File: src/hw/rtl/rtcos_pkg.sv
// ============================================================================
// rtcos_pkg
// Shared types and constants for the round-trip clock offset block: word
// layouts of the request and response streams and the sequencer states.
// ============================================================================
`default_nettype none

package rtcos_pkg;

   // Request word kind, carried in tuser.
   localparam logic KIND_START = 1'b0;

   // Request tdata layout, lowest bit first.
   localparam int REQ_DATA_W      = 112;
   localparam int REQ_LOCAL_LSB   = 0;
   localparam int REQ_MY_LSB      = 32;
   localparam int REQ_REMOTE_LSB  = 48;
   localparam int REQ_ROUND_LSB   = 64;
   localparam int REQ_RXTIME_LSB  = 72;
   localparam int REQ_ADOPT_BIT   = 104;

   // Response tdata layout, lowest bit first.
   localparam int RSP_DATA_W      = 80;
   localparam int RSP_SEND_BIT    = 0;
   localparam int RSP_TIME_LSB    = 1;
   localparam int RSP_ROUND_LSB   = 33;
   localparam int RSP_ADOPT_BIT   = 41;
   localparam int RSP_DONE_BIT    = 42;
   localparam int RSP_UPD_BIT     = 43;
   localparam int RSP_OFFSET_LSB  = 44;
   localparam int RSP_BAD_BIT     = 76;

   // Starting value of the best interval in the minimum search.
   localparam logic [31:0] SPAN_ALL_ONES = 32'hFFFF_FFFF;

   // Sequencer states.
   typedef enum logic [2:0] {
      ST_IDLE,
      ST_EXEC,
      ST_STAMP,
      ST_SCAN,
      ST_DRAIN,
      ST_PAIR,
      ST_APPLY,
      ST_OUT
   } state_type;

endpackage

`default_nettype wire

File: src/hw/rtl/rtcos_ram.sv
// ============================================================================
// rtcos_ram
// Generic single-port-write, single-port-read RAM with a registered read.
// ============================================================================
`default_nettype none

module rtcos_ram #(
   parameter int WIDTH = 32,
   parameter int DEPTH = 8,
   localparam int ADDR_W = $clog2(DEPTH)
) (
   input  logic              clock,
   input  logic              wr_en,
   input  logic [ADDR_W-1:0] wr_addr,
   input  logic [WIDTH-1:0]  wr_data,
   input  logic [ADDR_W-1:0] rd_addr,
   output logic [WIDTH-1:0]  rd_data
);

   logic [WIDTH-1:0] mem_ff [DEPTH];
   logic [WIDTH-1:0] rd_data_ff;

   // Write port and registered read port.
   always_ff @(posedge clock) begin
      if (wr_en) begin
         mem_ff[wr_addr] <= wr_data;
      end
      rd_data_ff <= mem_ff[rd_addr];
   end

   assign rd_data = rd_data_ff;

endmodule

`default_nettype wire

File: src/hw/rtl/round_trip_clock_offset_sync_top.sv
// Sequence: a start word or a bad round goes from EXEC to OUT after acceptance, a stamp word
// that sends a stamp passes through STAMP first; a stamp that completes the exchange with
// adopt set also walks the memory in SCAN, then goes through DRAIN, PAIR and APPLY to OUT.
// Throughput: one word at a time; the next word is taken in the cycle after the response is
// loaded, and for a completing word the walk over the memory, one read a cycle, adds to the wait.
// Reset clears the sequencer, round counter, adopt flag, offset and response valid only.
// ============================================================================
// round_trip_clock_offset_sync_top
// One side of a ping-pong timestamp exchange. Stamps are kept in a small
// RAM; on completion a sequencer walks the same-parity slots for the
// smallest two-round interval and moves the clock offset to the peer time.
// ============================================================================
`default_nettype none

module round_trip_clock_offset_sync_top
   import rtcos_pkg::*;
#(
   parameter int ROUNDS = 8
) (
   input  logic                  clock,
   input  logic                  reset,
   // Request stream.
   input  logic                  req_tvalid,
   output logic                  req_tready,
   input  logic                  req_tuser,   // kind
   input  logic [REQ_DATA_W-1:0] req_tdata,   // local_time, my_sub_count, remote_sub_count,
                                              // rx_round, rx_time, rx_adopt, zero pad
   // Response stream.
   output logic                  rsp_tvalid,
   input  logic                  rsp_tready,
   output logic [RSP_DATA_W-1:0] rsp_tdata    // send_stamp, stamp_time, stamp_round,
                                              // stamp_adopt, sync_done, offset_updated,
                                              // clock_offset, bad_round, zero pad
);

   localparam int AW = $clog2(ROUNDS);
   localparam int CW = $clog2(ROUNDS + 1);
   localparam int SW = $clog2(ROUNDS + 2);

   state_type state_ff, state_in;

   // Captured request word.
   logic          kind_ff;
   logic [31:0]   local_ff;
   logic [15:0]   my_ff;
   logic [15:0]   remote_ff;
   logic [7:0]    rx_round_ff;
   logic [31:0]   rx_time_ff;
   logic          rx_adopt_ff;

   // Exchange state.
   logic [CW-1:0] round_ff;
   logic          adopt_ff;
   logic [31:0]   offset_ff;

   // Result under construction.
   logic          send_ff;
   logic [31:0]   stamp_time_ff;
   logic [7:0]    stamp_round_ff;
   logic          stamp_adopt_ff;
   logic          done_ff;
   logic          upd_ff;
   logic          bad_ff;

   // Minimum search.
   logic [SW-1:0] scan_ff;
   logic          rd_vld_ff;
   logic [AW-1:0] rd_idx_ff;
   logic          first_ff;
   logic [31:0]   prev_ff;
   logic [31:0]   base_ff;
   logic [31:0]   best_ff;
   logic [AW-1:0] best_idx_ff;
   logic [31:0]   mid_ff;

   // Output register.
   logic                  rsp_valid_ff;
   logic [RSP_DATA_W-1:0] rsp_data_ff;
   logic [RSP_DATA_W-1:0] rsp_word;

   // Memory port.
   logic          ram_we;
   logic [AW-1:0] ram_waddr;
   logic [31:0]   ram_wdata;
   logic [AW-1:0] ram_raddr;
   logic [31:0]   ram_rdata;

   // Derived values.
   logic [31:0]   adj_time;
   logic [CW-1:0] round_new;
   logic          round_bad;
   logic          round_send;
   logic          round_done;
   logic          stamp_done;
   logic          scan_last;
   logic [31:0]   span;
   logic          out_free;

   assign adj_time   = local_ff + offset_ff;
   assign round_bad  = (rx_round_ff >= 8'(ROUNDS));
   assign round_new  = CW'(rx_round_ff[AW-1:0]) + CW'(1);
   assign round_send = (round_new < CW'(ROUNDS));
   assign round_done = ((CW+1)'(round_new) + (CW+1)'(round_new[0])) >= (CW+1)'(ROUNDS);
   assign stamp_done = done_ff && adopt_ff;
   assign scan_last  = ((SW+1)'(scan_ff) + (SW+1)'(2)) >= (SW+1)'(ROUNDS);
   assign span       = ram_rdata - prev_ff;
   assign out_free   = !rsp_valid_ff || rsp_tready;

   rtcos_ram #(
      .WIDTH (32),
      .DEPTH (ROUNDS)
   ) u_store (
      .clock   (clock),
      .wr_en   (ram_we),
      .wr_addr (ram_waddr),
      .wr_data (ram_wdata),
      .rd_addr (ram_raddr),
      .rd_data (ram_rdata)
   );

   // State register.
   always_ff @(posedge clock) begin
      if (reset) begin
         state_ff <= ST_IDLE;
      end else begin
         state_ff <= state_in;
      end
   end

   // Next state and memory control.
   always_comb begin
      state_in   = state_ff;
      req_tready = 1'b0;
      ram_we     = 1'b0;
      ram_waddr  = '0;
      ram_wdata  = '0;
      ram_raddr  = '0;
      unique case (state_ff)
         ST_IDLE: begin
            req_tready = 1'b1;
            if (req_tvalid) begin
               state_in = ST_EXEC;
            end
         end
         ST_EXEC: begin
            if (kind_ff == KIND_START) begin
               ram_we    = 1'b1;
               ram_wdata = adj_time;
               state_in  = ST_OUT;
            end else if (round_bad) begin
               state_in = ST_OUT;
            end else begin
               ram_we    = 1'b1;
               ram_waddr = rx_round_ff[AW-1:0];
               ram_wdata = rx_time_ff;
               if (round_send) begin
                  state_in = ST_STAMP;
               end else if (round_done && rx_adopt_ff) begin
                  state_in = ST_SCAN;
               end else begin
                  state_in = ST_OUT;
               end
            end
         end
         ST_STAMP: begin
            ram_we    = 1'b1;
            ram_waddr = round_ff[AW-1:0];
            ram_wdata = adj_time;
            state_in  = stamp_done ? ST_SCAN : ST_OUT;
         end
         ST_SCAN: begin
            ram_raddr = scan_ff[AW-1:0];
            if (scan_last) begin
               state_in = ST_DRAIN;
            end
         end
         ST_DRAIN: begin
            state_in = ST_PAIR;
         end
         ST_PAIR: begin
            ram_raddr = best_idx_ff + AW'(1);
            state_in  = ST_APPLY;
         end
         ST_APPLY: begin
            state_in = ST_OUT;
         end
         ST_OUT: begin
            if (out_free) begin
               state_in = ST_IDLE;
            end
         end
         default: begin
            state_in = ST_IDLE;
         end
      endcase
   end

   // Exchange state and response valid.
   always_ff @(posedge clock) begin
      if (reset) begin
         round_ff     <= '0;
         adopt_ff     <= 1'b0;
         offset_ff    <= '0;
         rsp_valid_ff <= 1'b0;
      end else begin
         if (state_ff == ST_EXEC) begin
            if (kind_ff == KIND_START) begin
               round_ff <= '0;
               adopt_ff <= !(my_ff > remote_ff);
            end else if (!round_bad) begin
               round_ff <= round_new;
               adopt_ff <= rx_adopt_ff;
            end
         end
         // The pair read issued in ST_PAIR is now on the read data.
         if (state_ff == ST_APPLY) begin
            offset_ff <= offset_ff + (ram_rdata - mid_ff);
         end
         if (state_ff == ST_OUT && out_free) begin
            rsp_valid_ff <= 1'b1;
         end else if (rsp_tready) begin
            rsp_valid_ff <= 1'b0;
         end
      end
   end

   // Response word assembled from the result fields.
   always_comb begin
      rsp_word                         = '0;
      rsp_word[RSP_SEND_BIT]           = send_ff;
      rsp_word[RSP_TIME_LSB +: 32]     = stamp_time_ff;
      rsp_word[RSP_ROUND_LSB +: 8]     = stamp_round_ff;
      rsp_word[RSP_ADOPT_BIT]          = stamp_adopt_ff;
      rsp_word[RSP_DONE_BIT]           = done_ff;
      rsp_word[RSP_UPD_BIT]            = upd_ff;
      rsp_word[RSP_OFFSET_LSB +: 32]   = offset_ff;
      rsp_word[RSP_BAD_BIT]            = bad_ff;
   end

   // Request capture and result fields.
   always_ff @(posedge clock) begin
      if (state_ff == ST_IDLE && req_tvalid) begin
         kind_ff     <= req_tuser;
         local_ff    <= req_tdata[REQ_LOCAL_LSB +: 32];
         my_ff       <= req_tdata[REQ_MY_LSB +: 16];
         remote_ff   <= req_tdata[REQ_REMOTE_LSB +: 16];
         rx_round_ff <= req_tdata[REQ_ROUND_LSB +: 8];
         rx_time_ff  <= req_tdata[REQ_RXTIME_LSB +: 32];
         rx_adopt_ff <= req_tdata[REQ_ADOPT_BIT];
      end
      if (state_ff == ST_EXEC) begin
         if (kind_ff == KIND_START) begin
            send_ff        <= 1'b1;
            stamp_time_ff  <= adj_time;
            stamp_round_ff <= '0;
            stamp_adopt_ff <= (my_ff > remote_ff);
            done_ff        <= 1'b0;
            upd_ff         <= 1'b0;
            bad_ff         <= 1'b0;
         end else if (round_bad) begin
            send_ff        <= 1'b0;
            stamp_time_ff  <= '0;
            stamp_round_ff <= '0;
            stamp_adopt_ff <= 1'b0;
            done_ff        <= 1'b0;
            upd_ff         <= 1'b0;
            bad_ff         <= 1'b1;
         end else begin
            send_ff        <= round_send;
            stamp_time_ff  <= round_send ? adj_time : '0;
            stamp_round_ff <= round_send ? 8'(round_new) : '0;
            stamp_adopt_ff <= round_send && !rx_adopt_ff;
            done_ff        <= round_done;
            upd_ff         <= round_done && rx_adopt_ff;
            bad_ff         <= 1'b0;
         end
      end
      if (state_ff == ST_OUT && out_free) begin
         rsp_data_ff <= rsp_word;
      end
   end

   // Minimum search over same-parity slots, one slot a cycle.
   always_ff @(posedge clock) begin
      rd_vld_ff <= (state_ff == ST_SCAN);
      // The walk starts at the first slot of the final round's parity.
      if (state_ff == ST_EXEC) begin
         scan_ff  <= SW'(round_new[0]);
         first_ff <= 1'b1;
      end
      if (state_ff == ST_SCAN) begin
         scan_ff   <= scan_ff + SW'(2);
         rd_idx_ff <= scan_ff[AW-1:0];
      end
      if (rd_vld_ff) begin
         prev_ff <= ram_rdata;
         if (first_ff) begin
            first_ff    <= 1'b0;
            base_ff     <= ram_rdata;
            best_ff     <= SPAN_ALL_ONES;
            best_idx_ff <= rd_idx_ff;
         end else if (span < best_ff) begin
            best_ff     <= span;
            best_idx_ff <= rd_idx_ff - AW'(2);
            base_ff     <= prev_ff;
         end
      end
      // Local midpoint of the chosen interval.
      if (state_ff == ST_PAIR) begin
         mid_ff <= base_ff + (best_ff >> 1);
      end
   end

   assign rsp_tvalid = rsp_valid_ff;
   assign rsp_tdata  = rsp_data_ff;

endmodule

`default_nettype wire

File: config.mk
export PLATFORM = sky130hd
export DESIGN_NAME = round_trip_clock_offset_sync_top
export DESIGN_NICKNAME = d
export VERILOG_FILES = /design/src/hw/rtl/rtcos_pkg.sv /design/src/hw/rtl/rtcos_ram.sv /design/src/hw/rtl/round_trip_clock_offset_sync_top.sv
export SDC_FILE = /design/constraint.sdc
export NUM_CORES = 1
export LEC_CHECK = 0
export CORE_UTILIZATION = 37
export CTS_BUF_LIST = sky130_fd_sc_hd__clkbuf_2
export CTS_CLUSTER_DIAMETER = 80
export DETAILED_ROUTE_END_ITERATION = 10
export DONT_BUFFER_PORTS = 1
export GPL_TIMING_DRIVEN = 0
export PLACE_DENSITY = 0.49
export SLEW_MARGIN = 20
export SYNTH_ARGS = -nofsm -noshare
export SYNTH_HDL_FRONTEND = slang
export SYNTH_SLANG_ARGS = --single-unit
File: constraint.sdc
create_clock -name clock -period 13.4 [get_ports clock]
set_clock_uncertainty 0.05 [all_clocks]
set_input_delay 0 -clock clock [delete_from_list [all_inputs] [get_ports clock]]
set_output_delay 0 -clock clock [all_outputs]
set_load 0.005 [all_outputs]
==> results.cfg <==
[synthesis]
synth_most_common_cell = edfxtp_1
synth_common_cells = 614 x edfxtp_1, 239 x inv_1, 176 x ha_1
synth.distinct_cells = 72
synth_warnings = 0
yosys.area.top_type_share = 0.568
synth-seq-cells = 688
async_reset_ff_frac = 0
synth.largest_area_cell = edfxtp_1
synth_area_um2 = 32400
ys.flop_type = edfxtp_1
synthCells = 2413
ys_seq_area_frac = 0.614
synthTopCellsByArea = edfxtp_1 57%, ha_1 6.8%, dfxtp_1 4.6%, mux4_2 4.4%, inv_1 2.8%
syn_avg_cell_area_um2 = 13.4
synth_edf_count = 614

[floorplanning]
die_h_um = 298
initial_core_util = 0.374
core_region_area_um2 = 86800
io_pins = 199
dieArea_um2 = 88900
rows = 108
die_w_um = 298

[global_route]
use_met1 = 0.274
grt_overflow = 0
gr-usage-met3 = 0.0413
grt_pass1_vias = 22760
grt_max_degree = 54
use_met2 = 0.343
grt-busiest-layer = met2
antenna_found_initial = 6
grt_pass1_wl_um = 138000
grtUsageTotal = 0.209

[setup_path]
criticalPathCategory = reg -> reg
worstPathArrival_ns = 7.05
cp_max_fo = 22
worstPathRequired_ns = 14.42
crit_path_start_kind = flip-flop
crit_path_end_kind = flip-flop

[detailed_routing]
routedWlPerCell_um = 21.5
vias_per_cell = 5.07
vias = 21838
drc = 0
antenna_left = 0
drt_wl_total_um = 92800
drt_pass1_iterations = 5
drtIter0Drc = 1457

[power]
leakage_nw = 15.5
power_w = 0.00597
peakVddDrop_mv = 0.0778
p_per_area_nw_per_um2 = 150

[clock_tree]
cts_tree = done
cts_sinks = 688
cts_made_buffers = 178
cts_root_buf = clkbuf_2
insertion_delay_ns = 1.46
path_clk_slew_ns = 0.11
clock_path_buffers = 3
cts_resized = 0
htree_num_levels = 4

[sta]
period_minus_slack_ns = 6.03
hold_viol_final = 0
drv_slew = 0
rsz0062_at_grt = no
layout_setup_ws_ns = 7.37
fmax_mhz = 166
fin_crit_sh = 0.450
maxSlewHeadroom = 0.310
worstMarginPinSlew_ns = 1.04
setup_viol = 0
fin_setup_tns_ns = 0

[place]
port_buffers = 0
dp_hpwl_um = 64400
place_ws_ns = 7.45
postPlaceCellArea_um2 = 34500
globalplace.congestion = 0.917

[finish]
synthToLayoutAreaGrowth_pct = 22.9
largest_reg_flops = 256
top_register = u_store.mem_ff
fin_area_um2 = 39900
fin_nets = 3333
layout-drive-gt1-share = 0.149

[worst_hold_path]
worstHoldPathType = in -> reg

[flow_run]
drv_cap = 0

[run_status]
outcome = completed
[kinds of logic after synthesis]
kind of cell	count (synthesis)	synth area share
AO/OA/AOI/OAI	500	0.0994
other	1	0.000116
XOR/XNOR	113	0.0305
AND/OR/NAND/NOR	489	0.0732
buffers and inverters	313	0.0373
adder cells (fa/ha/maj)	210	0.0889
multiplexers	99	0.0565
flip-flops	688	0.614
[what timing repair did]
action,in CTS,in global routing
buffers inserted,0,0
hold buffers,374,0
endpoints found under the hold margin,325,0
[stage by stage]
step / cells / util / hold WS (ns)
floorplan: 2420 / - / 0.0489
global placement: 3575 / 0.391 / 0.0489
detailed placement: 3607 / 0.397 / 0.0489
CTS: 4301 / 0.459 / 0.00306
global route: 4307 / 0.460 / 0.0348
finish: 4310 / 0.460 / 0.194
[cells in the final DEF (no fill, tap or decap), types with 8 or more instances in the layout]
cell type and count:
dlygate4sd3_1 374, a211oi_1 15, a21o_1 57, nand4_1 25, clkbuf_1 57, mux2_2 34
clkbuf_2 247, mux4_2 64, o21bai_1 20, xor2_1 38, nand3_1 35, dfxtp_1 73
fa_1 34, o21ai_0 105, ha_1 176, nor2b_1 28, and2_1 33, or2_2 33
diode_2 9, nand2_1 149, conb_1 8, buf_4 19, edfxtp_1 614, a22o_1 35
a31oi_1 18, and3_1 12, inv_1 238, buf_12 10, nor2_1 98, nor3_1 22
clkinv_1 54, xnor2_1 75, nand2b_1 19, a21oi_1 146, o31ai_1 8, o21a_1 22
[cell type report]
class / count / area (um^2)
Antenna cell: 9 / 22.5
Inverter: 239 / 897
Buffer: 74 / 313
Fill cell: 7851 / 46900
Sequential cell: 688 / 19900
Clock buffer: 247 / 1240
Tap cell: 1155 / 1450
Multi-Input combinational cell: 1419 / 11400
Clock inverter: 73 / 393
Timing Repair Buffer: 406 / 4230
[worst paths after layout]
path                            from             end  slack, ns  cells past startpoint
setup / recovery  u_store.rd_data[0]  best_idx_ff[1]       7.37                     27
hold / removal         req_tdata[34]        my_ff[2]       0.19                      3
setup reg to reg  u_store.rd_data[0]  best_idx_ff[1]       7.37                     27
hold reg to reg    stamp_time_ff[24]   rsp_tdata[25]       0.34                      0
[metal layers]
layer	share of wire	wire length, um
met5	0	0
met2	0.48	44300
met3	0.057	5250
met1	0.44	40900
met4	0.025	2330
[power by group]
group / total (W) / leakage (nW) / internal [W] / switching, W
Combinational: 0.00179 / 8.00 / 0.000727 / 0.00106
Sequential: 0.00272 / 6.25 / 0.00260 / 0.000122
Clock: 0.00146 / 1.20 / 0.000540 / 0.000921
[worst max-delay path, stage by stage, from the launching register on]
cell and delay [ns]:
dfxtp_1 0.35, inv_1 0.09, ha_1 0.20, inv_1 0.07, fa_1 0.42, a21o_1 0.21, a21oi_1 0.34, nor3_1 0.10
nand3b_1 0.23, a22o_1 0.30, a211o_1 0.38, a31oi_1 0.28, o21ai_1 0.13, xor2_1 0.17, ha_1 0.19, a21o_1 0.18
a21o_1 0.17, a21o_1 0.16, a21oi_1 0.13, nor2b_1 0.06, o21ai_0 0.15, nand2b_1 0.07, a21oi_1 0.13, o21ai_0 0.13
a21oi_4 0.41, buf_16 0.23, buf_16 0.18, buf_16 0.19
(Power assumes the default switching activity.)
